## src/rtl/core/dlr_pkg.sv

```systemverilog
// dlr_pkg: shared constants, codes and types of the dense layer with ReLU.
// No dependencies; imported by the top level, the MAC unit and the checker.
package dlr_pkg;

  // Default store geometry
  localparam int MAX_INPUTS_DEF  = 16;
  localparam int MAX_NEURONS_DEF = 16;

  // Field and datapath widths
  localparam int IDX_W = 4;
  localparam int ACT_W = 16;
  localparam int WGT_W = 11;
  localparam int PRD_W = ACT_W + WGT_W;
  // At most 31 products of magnitude 2^25 or less: always fits 32 bits signed.
  localparam int ACC_W = 32;
  localparam int RES_W = 31;
  localparam int CNT_W = 5;

  // Configuration port
  localparam int CFG_AW = 3;
  localparam int CFG_DW = 32;

  // Register indexes (paddr[2])
  localparam logic REG_NUM_INPUTS  = 1'b0;
  localparam logic REG_NUM_NEURONS = 1'b1;

  // Input word opcodes
  localparam logic OP_WEIGHT = 1'b0;
  localparam logic OP_ACT    = 1'b1;

  // Control of the shared multiply-accumulate unit
  typedef struct packed {
    logic valid;
    logic first;
    logic last;
  } dlr_mac_ctl_t;

endpackage

```

## src/rtl/core/dlr_mac.sv

```systemverilog
// dlr_mac: shared multiply-accumulate unit, one product per cycle.
// Depends on dlr_pkg.
module dlr_mac
  import dlr_pkg::*;
(
  input  logic                    clk_i,
  input  logic                    rst_ni,
  input  dlr_mac_ctl_t            ctl_i,
  input  logic signed [ACT_W-1:0] act_i,
  input  logic signed [WGT_W-1:0] wgt_i,
  output logic signed [ACC_W-1:0] sum_o,
  output logic                    done_o
);

  logic signed [PRD_W-1:0] prod_q;
  logic signed [ACC_W-1:0] acc_q;
  logic                    pv_q;
  logic                    pfirst_q;
  logic                    plast_q;
  logic                    done_q;

  always_ff @(posedge clk_i or negedge rst_ni) begin
    if (!rst_ni) begin
      pv_q     <= 1'b0;
      pfirst_q <= 1'b0;
      plast_q  <= 1'b0;
      done_q   <= 1'b0;
    end else begin
      pv_q     <= ctl_i.valid;
      pfirst_q <= ctl_i.first;
      plast_q  <= ctl_i.last;
      done_q   <= pv_q && plast_q;
    end
  end

  always_ff @(posedge clk_i) begin
    if (ctl_i.valid) begin
      prod_q <= act_i * wgt_i;
    end
    if (pv_q) begin
      acc_q <= (pfirst_q ? ACC_W'(0) : acc_q) + ACC_W'(prod_q);
    end
  end

  assign sum_o  = acc_q;
  assign done_o = done_q;

endmodule

```

## src/rtl/core/dense_layer_relu.sv

```systemverilog
// dense_layer_relu: fully connected integer layer with ReLU and saturation.
// Depends on dlr_pkg and dlr_mac.
//
//  channel | direction | handshake              | payload
//  --------+-----------+------------------------+---------------------------------------
//  in      | input     | in_valid_i / in_stall_o | opcode, neuron_index, input_index,
//          |           |                        | value, last_input
//  out     | output    | out_valid_o/out_stall_i | out_neuron, activation_out, last_out
//  cfg     | input     | psel/penable/pready    | paddr, pwdata, prdata
//
// Weight words and activation words without last_input are stored without stalling
// the input. A last activation word starts the compute: each neuron passes, on the
// single multiply-accumulate unit, through issue, memory read, product, accumulate
// and emit, and the output stall can hold the result in emit.
// in_stall_o stays high for the whole compute. Reset clears the sequencer and sets
// both count registers to 16; the stores hold nothing defined until written.
module dense_layer_relu
  import dlr_pkg::*;
#(
  parameter int MAX_INPUTS  = MAX_INPUTS_DEF,
  parameter int MAX_NEURONS = MAX_NEURONS_DEF
) (
  input  logic                    clk_i,
  input  logic                    rst_ni,
  // input words
  input  logic                    in_valid_i,
  output logic                    in_stall_o,
  input  logic                    opcode_i,
  input  logic [IDX_W-1:0]        neuron_index_i,
  input  logic [IDX_W-1:0]        input_index_i,
  input  logic signed [ACT_W-1:0] value_i,
  input  logic                    last_input_i,
  // result words
  output logic                    out_valid_o,
  input  logic                    out_stall_i,
  output logic [IDX_W-1:0]        out_neuron_o,
  output logic [RES_W-1:0]        activation_out_o,
  output logic                    last_out_o,
  // configuration
  input  logic                    psel,
  input  logic                    penable,
  input  logic                    pwrite,
  input  logic [CFG_AW-1:0]       paddr,
  input  logic [CFG_DW-1:0]       pwdata,
  output logic [CFG_DW-1:0]       prdata,
  output logic                    pready
);

  localparam int WDEPTH = MAX_INPUTS * MAX_NEURONS;
  localparam int AIW    = (MAX_INPUTS > 1) ? $clog2(MAX_INPUTS) : 1;
  localparam int WAW    = (WDEPTH > 1) ? $clog2(WDEPTH) : 1;

  localparam logic [1:0] S_IDLE  = 2'd0;
  localparam logic [1:0] S_ISSUE = 2'd1;
  localparam logic [1:0] S_DRAIN = 2'd2;
  localparam logic [1:0] S_EMIT  = 2'd3;

  // ---------------------------------------------------------------- config
  logic [CNT_W-1:0] num_inputs_q;
  logic [CNT_W-1:0] num_neurons_q;
  logic             cfg_wr;

  assign pready = 1'b1;
  assign cfg_wr = psel && penable && pwrite;

  always_ff @(posedge clk_i or negedge rst_ni) begin
    if (!rst_ni) begin
      num_inputs_q  <= CNT_W'(16);
      num_neurons_q <= CNT_W'(16);
    end else if (cfg_wr) begin
      case (paddr[2])
        REG_NUM_INPUTS:  num_inputs_q  <= pwdata[CNT_W-1:0];
        REG_NUM_NEURONS: num_neurons_q <= pwdata[CNT_W-1:0];
        default: ;
      endcase
    end
  end

  always_comb begin
    case (paddr[2])
      REG_NUM_INPUTS:  prdata = CFG_DW'(num_inputs_q);
      REG_NUM_NEURONS: prdata = CFG_DW'(num_neurons_q);
      default:         prdata = '0;
    endcase
  end

  // zero counts as one, above the store size counts as the store size
  logic [CNT_W-1:0] eff_ni;
  logic [CNT_W-1:0] eff_nn;

  always_comb begin
    if (num_inputs_q == '0) begin
      eff_ni = CNT_W'(1);
    end else if (int'(num_inputs_q) > MAX_INPUTS) begin
      eff_ni = CNT_W'(MAX_INPUTS);
    end else begin
      eff_ni = num_inputs_q;
    end
    if (num_neurons_q == '0) begin
      eff_nn = CNT_W'(1);
    end else if (int'(num_neurons_q) > MAX_NEURONS) begin
      eff_nn = CNT_W'(MAX_NEURONS);
    end else begin
      eff_nn = num_neurons_q;
    end
  end

  logic [CNT_W-1:0] ni_last;
  logic [CNT_W-1:0] nn_last;
  assign ni_last = eff_ni - CNT_W'(1);
  assign nn_last = eff_nn - CNT_W'(1);

  // ---------------------------------------------------------------- input
  logic [1:0] state_q;
  logic [1:0] state_d;
  logic       in_acc;
  logic       start;
  logic       w_wr;
  logic       a_wr;
  logic [WAW-1:0] w_waddr;
  logic [AIW-1:0] a_waddr;

  assign in_stall_o = (state_q != S_IDLE);
  assign in_acc     = in_valid_i && !in_stall_o;
  assign start      = in_acc && (opcode_i == OP_ACT) && last_input_i;

  assign w_wr = in_acc && (opcode_i == OP_WEIGHT) &&
                (32'(neuron_index_i) < MAX_NEURONS) &&
                (32'(input_index_i) < MAX_INPUTS);
  assign a_wr = in_acc && (opcode_i == OP_ACT) &&
                (32'(input_index_i) < MAX_INPUTS);

  assign w_waddr = WAW'(32'(neuron_index_i) * MAX_INPUTS + 32'(input_index_i));
  assign a_waddr = AIW'(input_index_i);

  // ---------------------------------------------------------------- stores
  logic signed [WGT_W-1:0] wmem [WDEPTH];
  logic signed [ACT_W-1:0] amem [MAX_INPUTS];
  logic signed [WGT_W-1:0] w_rd_q;
  logic signed [ACT_W-1:0] a_rd_q;
  logic [CNT_W-1:0]        i_q;
  logic [CNT_W-1:0]        n_q;
  logic [WAW-1:0]          wbase_q;
  logic [WAW-1:0]          wptr_q;
  logic                    issue;

  assign issue = (state_q == S_ISSUE);

  always_ff @(posedge clk_i) begin
    if (w_wr) begin
      wmem[w_waddr] <= value_i[WGT_W-1:0];
    end
    if (issue) begin
      w_rd_q <= wmem[wptr_q];
    end
  end

  always_ff @(posedge clk_i) begin
    if (a_wr) begin
      amem[a_waddr] <= value_i;
    end
    if (issue) begin
      a_rd_q <= amem[AIW'(i_q)];
    end
  end

  // ---------------------------------------------------------------- sequencer
  logic                    s1_v_q;
  logic                    s1_first_q;
  logic                    s1_last_q;
  logic                    out_valid_q;
  logic                    emit_load;
  logic                    last_neuron;
  logic                    mac_done;
  logic signed [ACC_W-1:0] mac_sum;
  dlr_mac_ctl_t            mac_ctl;

  assign last_neuron = (n_q == nn_last);
  assign emit_load   = (state_q == S_EMIT) && (!out_valid_q || !out_stall_i);

  always_comb begin
    state_d = state_q;
    case (state_q)
      S_IDLE:  if (start) state_d = S_ISSUE;
      S_ISSUE: if (i_q == ni_last) state_d = S_DRAIN;
      S_DRAIN: if (mac_done) state_d = S_EMIT;
      S_EMIT:  if (emit_load) state_d = last_neuron ? S_IDLE : S_ISSUE;
      default: state_d = S_IDLE;
    endcase
  end

  always_ff @(posedge clk_i or negedge rst_ni) begin
    if (!rst_ni) begin
      state_q     <= S_IDLE;
      i_q         <= '0;
      n_q         <= '0;
      wbase_q     <= '0;
      wptr_q      <= '0;
      s1_v_q      <= 1'b0;
      s1_first_q  <= 1'b0;
      s1_last_q   <= 1'b0;
      out_valid_q <= 1'b0;
    end else begin
      state_q    <= state_d;
      s1_v_q     <= issue;
      s1_first_q <= (i_q == '0);
      s1_last_q  <= (i_q == ni_last);
      case (state_q)
        S_IDLE: begin
          if (start) begin
            i_q     <= '0;
            n_q     <= '0;
            wbase_q <= '0;
            wptr_q  <= '0;
          end
        end
        S_ISSUE: begin
          i_q    <= (i_q == ni_last) ? '0 : i_q + CNT_W'(1);
          wptr_q <= wptr_q + WAW'(1);
        end
        S_EMIT: begin
          if (emit_load) begin
            n_q     <= n_q + CNT_W'(1);
            wbase_q <= WAW'(32'(wbase_q) + MAX_INPUTS);
            wptr_q  <= WAW'(32'(wbase_q) + MAX_INPUTS);
          end
        end
        default: ;
      endcase
      if (emit_load) begin
        out_valid_q <= 1'b1;
      end else if (!out_stall_i) begin
        out_valid_q <= 1'b0;
      end
    end
  end

  assign mac_ctl.valid = s1_v_q;
  assign mac_ctl.first = s1_first_q;
  assign mac_ctl.last  = s1_last_q;

  dlr_mac u_mac (
    .clk_i  (clk_i),
    .rst_ni (rst_ni),
    .ctl_i  (mac_ctl),
    .act_i  (a_rd_q),
    .wgt_i  (w_rd_q),
    .sum_o  (mac_sum),
    .done_o (mac_done)
  );

  // ---------------------------------------------------------------- result
  logic [IDX_W-1:0] out_neuron_q;
  logic [RES_W-1:0] act_out_q;
  logic             last_out_q;

  // a sum never exceeds the positive range of the accumulator, so ReLU is
  // all the clamping left to do
  always_ff @(posedge clk_i) begin
    if (emit_load) begin
      out_neuron_q <= n_q[IDX_W-1:0];
      act_out_q    <= mac_sum[ACC_W-1] ? '0 : mac_sum[RES_W-1:0];
      last_out_q   <= last_neuron;
    end
  end

  assign out_valid_o      = out_valid_q;
  assign out_neuron_o     = out_neuron_q;
  assign activation_out_o = act_out_q;
  assign last_out_o       = last_out_q;

endmodule

```

## config.mk

```make
export PLATFORM = sky130hd
export DESIGN_NAME = dense_layer_relu
export DESIGN_NICKNAME = d
export VERILOG_FILES = /design/src/rtl/core/dlr_pkg.sv /design/src/rtl/core/dlr_mac.sv /design/src/rtl/core/dense_layer_relu.sv
export SDC_FILE = /design/constraint.sdc
export NUM_CORES = 2
export LEC_CHECK = 0
export BUFFER_PORTS_ARGS = -buffer_cell sky130_fd_sc_hd__buf_4
export CORE_AREA = 5 5 522 524
export CTS_BUF_LIST = sky130_fd_sc_hd__clkbuf_4 sky130_fd_sc_hd__clkbuf_8
export CTS_CLUSTER_SIZE = 14
export DETAILED_ROUTE_END_ITERATION = 16
export DIE_AREA = 0 0 527 529
export PLACE_DENSITY = 0.65
export SLEW_MARGIN = 25
export SYNTH_ARGS = -nofsm -noshare
export SYNTH_HDL_FRONTEND = slang
export SYNTH_HIERARCHICAL = 1
export SYNTH_SLANG_ARGS = --single-unit
```

## constraint.sdc

```tcl
create_clock -name clk_i -period 7.31 [get_ports clk_i]
set_input_delay 1.0965 -clock clk_i [delete_from_list [all_inputs] [get_ports clk_i]]
set_output_delay 1.0965 -clock clk_i [all_outputs]
set_load 0.1 [all_outputs]
```

# Word level (Yosys, flattened, before mapping)
# Memories as Yosys holds them, arrays and structs flattened. A register that Yosys moved wholly into a read port is not among the register bits.
# Index checks and enable logic that the tools add are counted.
[word_totals]
regBits = 141
ram_bits = 3072
input_bits = 68
out_inout_bits = 71
elab_cells = 98
n_memories = 2
[classes]
add_sub_neg = 8
multipliers = 1
n_lt_le_gt_ge = 2
eq_ne = 10
mux = 27
n_bitwise = 2
n_reduce_logical = 26
[mem_list]
columns = ["name", "words", "word_bits", "rd", "rd_ports_with_merged_regs", "write_ports", "line", "source"]
rows = [
  ["wmem", 256, 11, 1, 1, 1, "dense_layer_relu.sv:137", "logic signed [WGT_W-1:0] wmem [WDEPTH];"],
  ["amem", 16, 16, 1, 1, 1, "dense_layer_relu.sv:138", "logic signed [ACT_W-1:0] amem [MAX_INPUTS];"],
]
[op_table]
columns = ["cell", "count"]
rows = [
  ["case mux 32 bit (2 select lines)", 1],
  ["2-to-1 mux 5 bit", 7],
  ["adder 32 x 27 -> 32 bit", 1],
  ["2-to-1 mux 32 bit", 1],
  ["multiplier 16 x 11 -> 27 bit", 1],
  ["case mux 8 bit (3 select lines)", 1],
  ["case mux 5 bit (2 select lines)", 2],
  ["2-to-1 mux 8 bit", 2],
  ["case mux 8 bit (2 select lines)", 1],
  ["zero test 5 bit", 3],
  ["adder 5 x 1 -> 5 bit (second input constant)", 2],
  ["== test 5 bit", 2],
  ["> comparator 5 bit (second input constant)", 2],
  ["subtractor 5 x 1 -> 5 bit (second input constant)", 2],
  ["adder 8 x 1 -> 8 bit (second input constant)", 1],
  ["adder 8 x 4 -> 8 bit", 1],
  ["adder 8 x 5 -> 8 bit (second input constant)", 1],
  ["logical AND 1 bit", 8],
  ["2-to-1 mux 2 bit", 4],
  ["case mux 2 bit (4 select lines)", 1],
  ["2-to-1 mux 1 bit", 7],
  ["!= test 2 x 1 -> 1 bit (second input constant)", 3],
  ["AND reduction 2 bit", 3],
  ["AND reduction 3 bit", 2],
  ["10 further kinds", 17],
]

# Depth between registers and ports, before layout
[logic_depth]
word_depth = 8
depth_mapped = 21
mapped_depth_nobuf = 20

# Hierarchy
# The synthesis kept the hierarchy.
[by_module_without_submodules]
columns = ["mod", "n_inst", "cells_per_inst", "area_each_um2", "seq_area_each_um2"]
rows = [
  ["dense_layer_relu", 1, 5756, 122616.3, 95093.7],
  ["dlr_mac", 1, 1059, 10177.3, 1871.8],
]

# Worst setup path before layout
# Ideal clock, no wire load.
[synth_path]
path_kind = "flip-flop to flip-flop"
start = "reg w_rd_q[4], read port of wmem"
end = "reg u_mac.prod_q[26], data pin"
setup_time_ps = 264
arrival_ps = 5131
required_time_ps = 7046
slack_ps = 1915
path_stages_with_launch = 20
path_buffers = 1
period_less_slack_ps = 5395
cell_sequence = "edfxtp_1 > clkbuf_1 > nand2_1 > fa_1 > fa_1 > fa_1 > inv_1 > fa_1 > inv_1 > fa_1 > inv_1 > ha_1 > a21o_1 > a211oi_1 > and2_1 > o41ai_2 > o41ai_2 > o311ai_2 > o31ai_1 > xnor2_1"
[synth_via]
elab_chain_len = 1
[synth_lines]
columns = ["element", "line", "source"]
rows = [
  ["start, declared", "dense_layer_relu.sv:139", "logic signed [WGT_W-1:0] w_rd_q;"],
  ["multiplier 16 x 11 -> 27 bit", "dlr_mac.sv:38", "prod_q <= act_i * wgt_i;"],
  ["end signal, assigned", "dlr_mac.sv:38", ""],
  ["end, declared", "dlr_mac.sv:15", "logic signed [PRD_W-1:0] prod_q;"],
]
# Every way passes these cells.
# A chain may end at the register's enable or synchronous reset.

# Final worst setup path
[layout_path]
start = "reg w_rd_q[2], read port of wmem"
end = "reg u_mac.prod_q[26], data pin"
# The elaborated chain is that of the path after synthesis.

==> results.toml <==
[run_status]
run_status = "finished, final reports clean"

[placement]
dp_worst_setup_slack_ns = 1.27
dpl.hpwl_um = 209000
port_buffers = 81
placed_cells = 10279
gp_congestion = 0.870

[critical_path]
path_class = "register to register"
crit_path_start_kind = "register"
cp.required_ns = 8.04
arrival_ns = 6.80
cp_max_fo = 16
worstSetupEndpointType = "register"

[power_and_ir_drop]
power.density_mw_per_mm2 = 473
p_leak_nw = 47.1
ir_drop_v = 0.00180

[timing]
timing.setup.tns_ns = 0
slew_violations = 0
setup_violations = 0
skew_ns = 0.0551
fmax_mhz = 165
tightestPinTransition_ns = 1.23
hold_viol_final = 0
relSlewSlack_pct = 18.2
layout_setup_ws_ns = 1.24
post-route-period-util_pct = 83.1
final.min_clock_period_ns = 6.07
rsz0062_at_grt = "false"

[finish]
fillers = 20101
finalNonFillerCells = 11184
area_growth_pct = 12.0
drive_gt1_share_pct = 27.5
final_cell_mix = "3194 x edfxtp_1, 687 x mux4_2, 541 x clkbuf_8, 271 x mux2i_1, 245 x buf_4"
final_common_cell = "edfxtp_1"
layout.nets = 7593

[floorplanning]
fp-row-count = 190
dieArea_mm2 = 0.279
io_pins = 139
start_util_pct = 49.7
die_w_um = 527
core_mm2 = 0.267
die_h_um = 529

[detailed_routing]
vias_per_cell = 6.19
antenna_left = 0
drtPass1Iterations = 7
routedWlPerCell_um = 31.4
routed_wl_um = 351000
vias = 69263
drc_errors = 0
drt_iter0_drc = 8381

[clocking]
cts-htree-levels = 6
insertion_delay_ns = 1.04
hold_buffers = 0
cts_made_buffers = 530
cts_buffer_depth = 4
path_clk_slew_ns = 0.06
cts_setup_buffers = 0
cts_tree = "done"
clkSinkCount = 3236
root_buffer = "clkbuf_8"
cts_resized = 0

[worst_hold_path]
hold_path_class = "primary input to asynchronous set/reset pin"

[yosys]
yosysSeqAreaShare_pct = 73.0
yosysWarnings = 6
synth-seq-cells = 3236
synth_area_leaders = "edfxtp_1 72%, mux4_2 12%, fa_1 2.5%"
synth_top_area_cell = "edfxtp_1"
syn_inst = 6815
synth-main-ff-cell = "edfxtp_1"
async_flop_share_pct = 1.30
synth.top_cell.area_share_pct = 72.2
synth-edff-count = 3194
synth_area_mm2 = 0.133
synth_cell_types = 84
synth.avg_cell_area_um2 = 19.5

[grt]
grt_max_degree = 165
grt_pass1_wl_um = 503000
overflow = 0
grt_usage_pct = 25.0
grt_antenna_before_repair = 16
grt_pass1_vias = 69797

[job]
drv_cap = 0
==> metal layers <==
layer  wire (um)  GRT usage, %  share of wire (%)
met1      136000          34.8                 39
met2      166000          39.0                 47
met3       34800          5.44                9.9
met4       14600          9.65                4.1
met5           0             0                  0
==> power by group <==
part / internal (W) / switching [W] / total (W)
Sequential: 0.0223 / 0.000539 / 0.0229
Clock: 0.00822 / 0.00711 / 0.0153
Combinational: 0.0137 / 0.0185 / 0.0322
Total: 0.0443 / 0.0261 / 0.0704
==> critical path: stages (launching register included) <==
cell and delay (ns):
edfxtp_1 0.76, nand2_1 0.17, fa_1 0.59, fa_1 0.45
fa_1 0.54, inv_1 0.05, fa_1 0.47, inv_1 0.05
fa_1 0.47, inv_1 0.04, ha_1 0.34, a21o_1 0.23
a211oi_1 0.31, and2_1 0.20, o41ai_2 0.11, o41ai_2 0.41
o311ai_2 0.20, o31ai_1 0.30, xnor2_1 0.12
==> registers in the layout, indices dropped and copies added (netlist names), 2 cells and up <==
| name | count |
|---|---|
| num_neurons_q | 5 |
| i_q | 5 |
| wmem | 2816 |
| w_rd_q | 11 |
| wbase_q | 4 |
| amem | 256 |
| activation_out_o | 31 |
| u_mac/sum_o | 32 |
| num_inputs_q | 5 |
| a_rd_q | 16 |
| u_mac/prod_q | 27 |
| state_q | 2 |
| n_q | 5 |
| wptr_q | 8 |
| out_neuron_o | 4 |
==> synth_stat cells (12+ instances only) <==
library cell	n
edfxtp_1	3194
mux4_2	687
nor2_1	363
mux2i_1	271
nand2_1	226
inv_1	216
clkbuf_1	190
fa_1	163
a21oi_1	148
a22oi_1	105
ha_1	101
o21ai_0	90
buf_2	82
nor2b_1	78
and2_1	76
buf_4	73
nand3_1	69
a221oi_1	62
o221ai_1	54
xnor2_1	53
dfrtp_1	40
o22ai_1	40
a211oi_1	39
mux2_2	33
nor3_1	31
nand2b_1	29
a21o_1	24
a22o_1	24
buf_6	24
buf_1	23
xor2_1	15
a31oi_1	14
o211ai_1	12
==> final timing paths <==
check | from | end | slack (ns) | cells after the start
max in group asynchronous | rst_ni | wptr_q[3] | 6.72 | 1
min in group clk_i | pwdata[3] | num_neurons_q[3] | 0.35 | 2
setup / recovery | w_rd_q[2] | u_mac/prod_q[26] | 1.24 | 18
hold reg to reg | s1_first_q | u_mac/pfirst_q | 0.36 | 0
setup reg to reg | w_rd_q[2] | u_mac/prod_q[26] | 1.24 | 18
hold / removal | rst_ni | num_neurons_q[3] | 0.11 | 1
==> per-stage QoR <==
stage | util [%] | hold WS (ns) | total power, W | instance area (um^2)
detailed placement | 51.8 | 0.344 | 0.0553 | 138000
global route | 55.7 | 0.103 | 0.0750 | 149000
finish | 55.7 | 0.115 | 0.0704 | 149000
CTS | 55.6 | 0.0234 | 0.0707 | 148000
floorplan | - | 0.331 | 0.0477 | 133000
global placement | 51.7 | 0.337 | 0.0549 | 138000
==> logic make-up after synthesis <==
| kind of cell | count (synthesis) | synth area share, % |
|---|---|---|
| AO/OA/AOI/OAI | 709 | 3.76 |
| other | 2 | 0.00566 |
| flip-flops | 3236 | 73.0 |
| XOR/XNOR | 68 | 0.449 |
| adder cells (fa/ha/maj) | 264 | 3.41 |
| buffers and inverters | 612 | 2.15 |
| AND/OR/NAND/NOR | 933 | 3.23 |
| multiplexers | 991 | 14.0 |
==> layout make-up <==
cell class                 instances  area (um^2)  share of cell area (%)
clock buffer                     731         8870                    5.97
tap                             3552         4440                    2.99
antenna                            1         2.50                 0.00168
clock inverter                   171         1200                   0.806
inverter                         220          831                   0.559
timing repair buffer             280         2490                    1.68
sequential                      3236        97000                    65.2
multi-input combinational       2993        33800                    22.8
(Power assumes the default switching activity.)
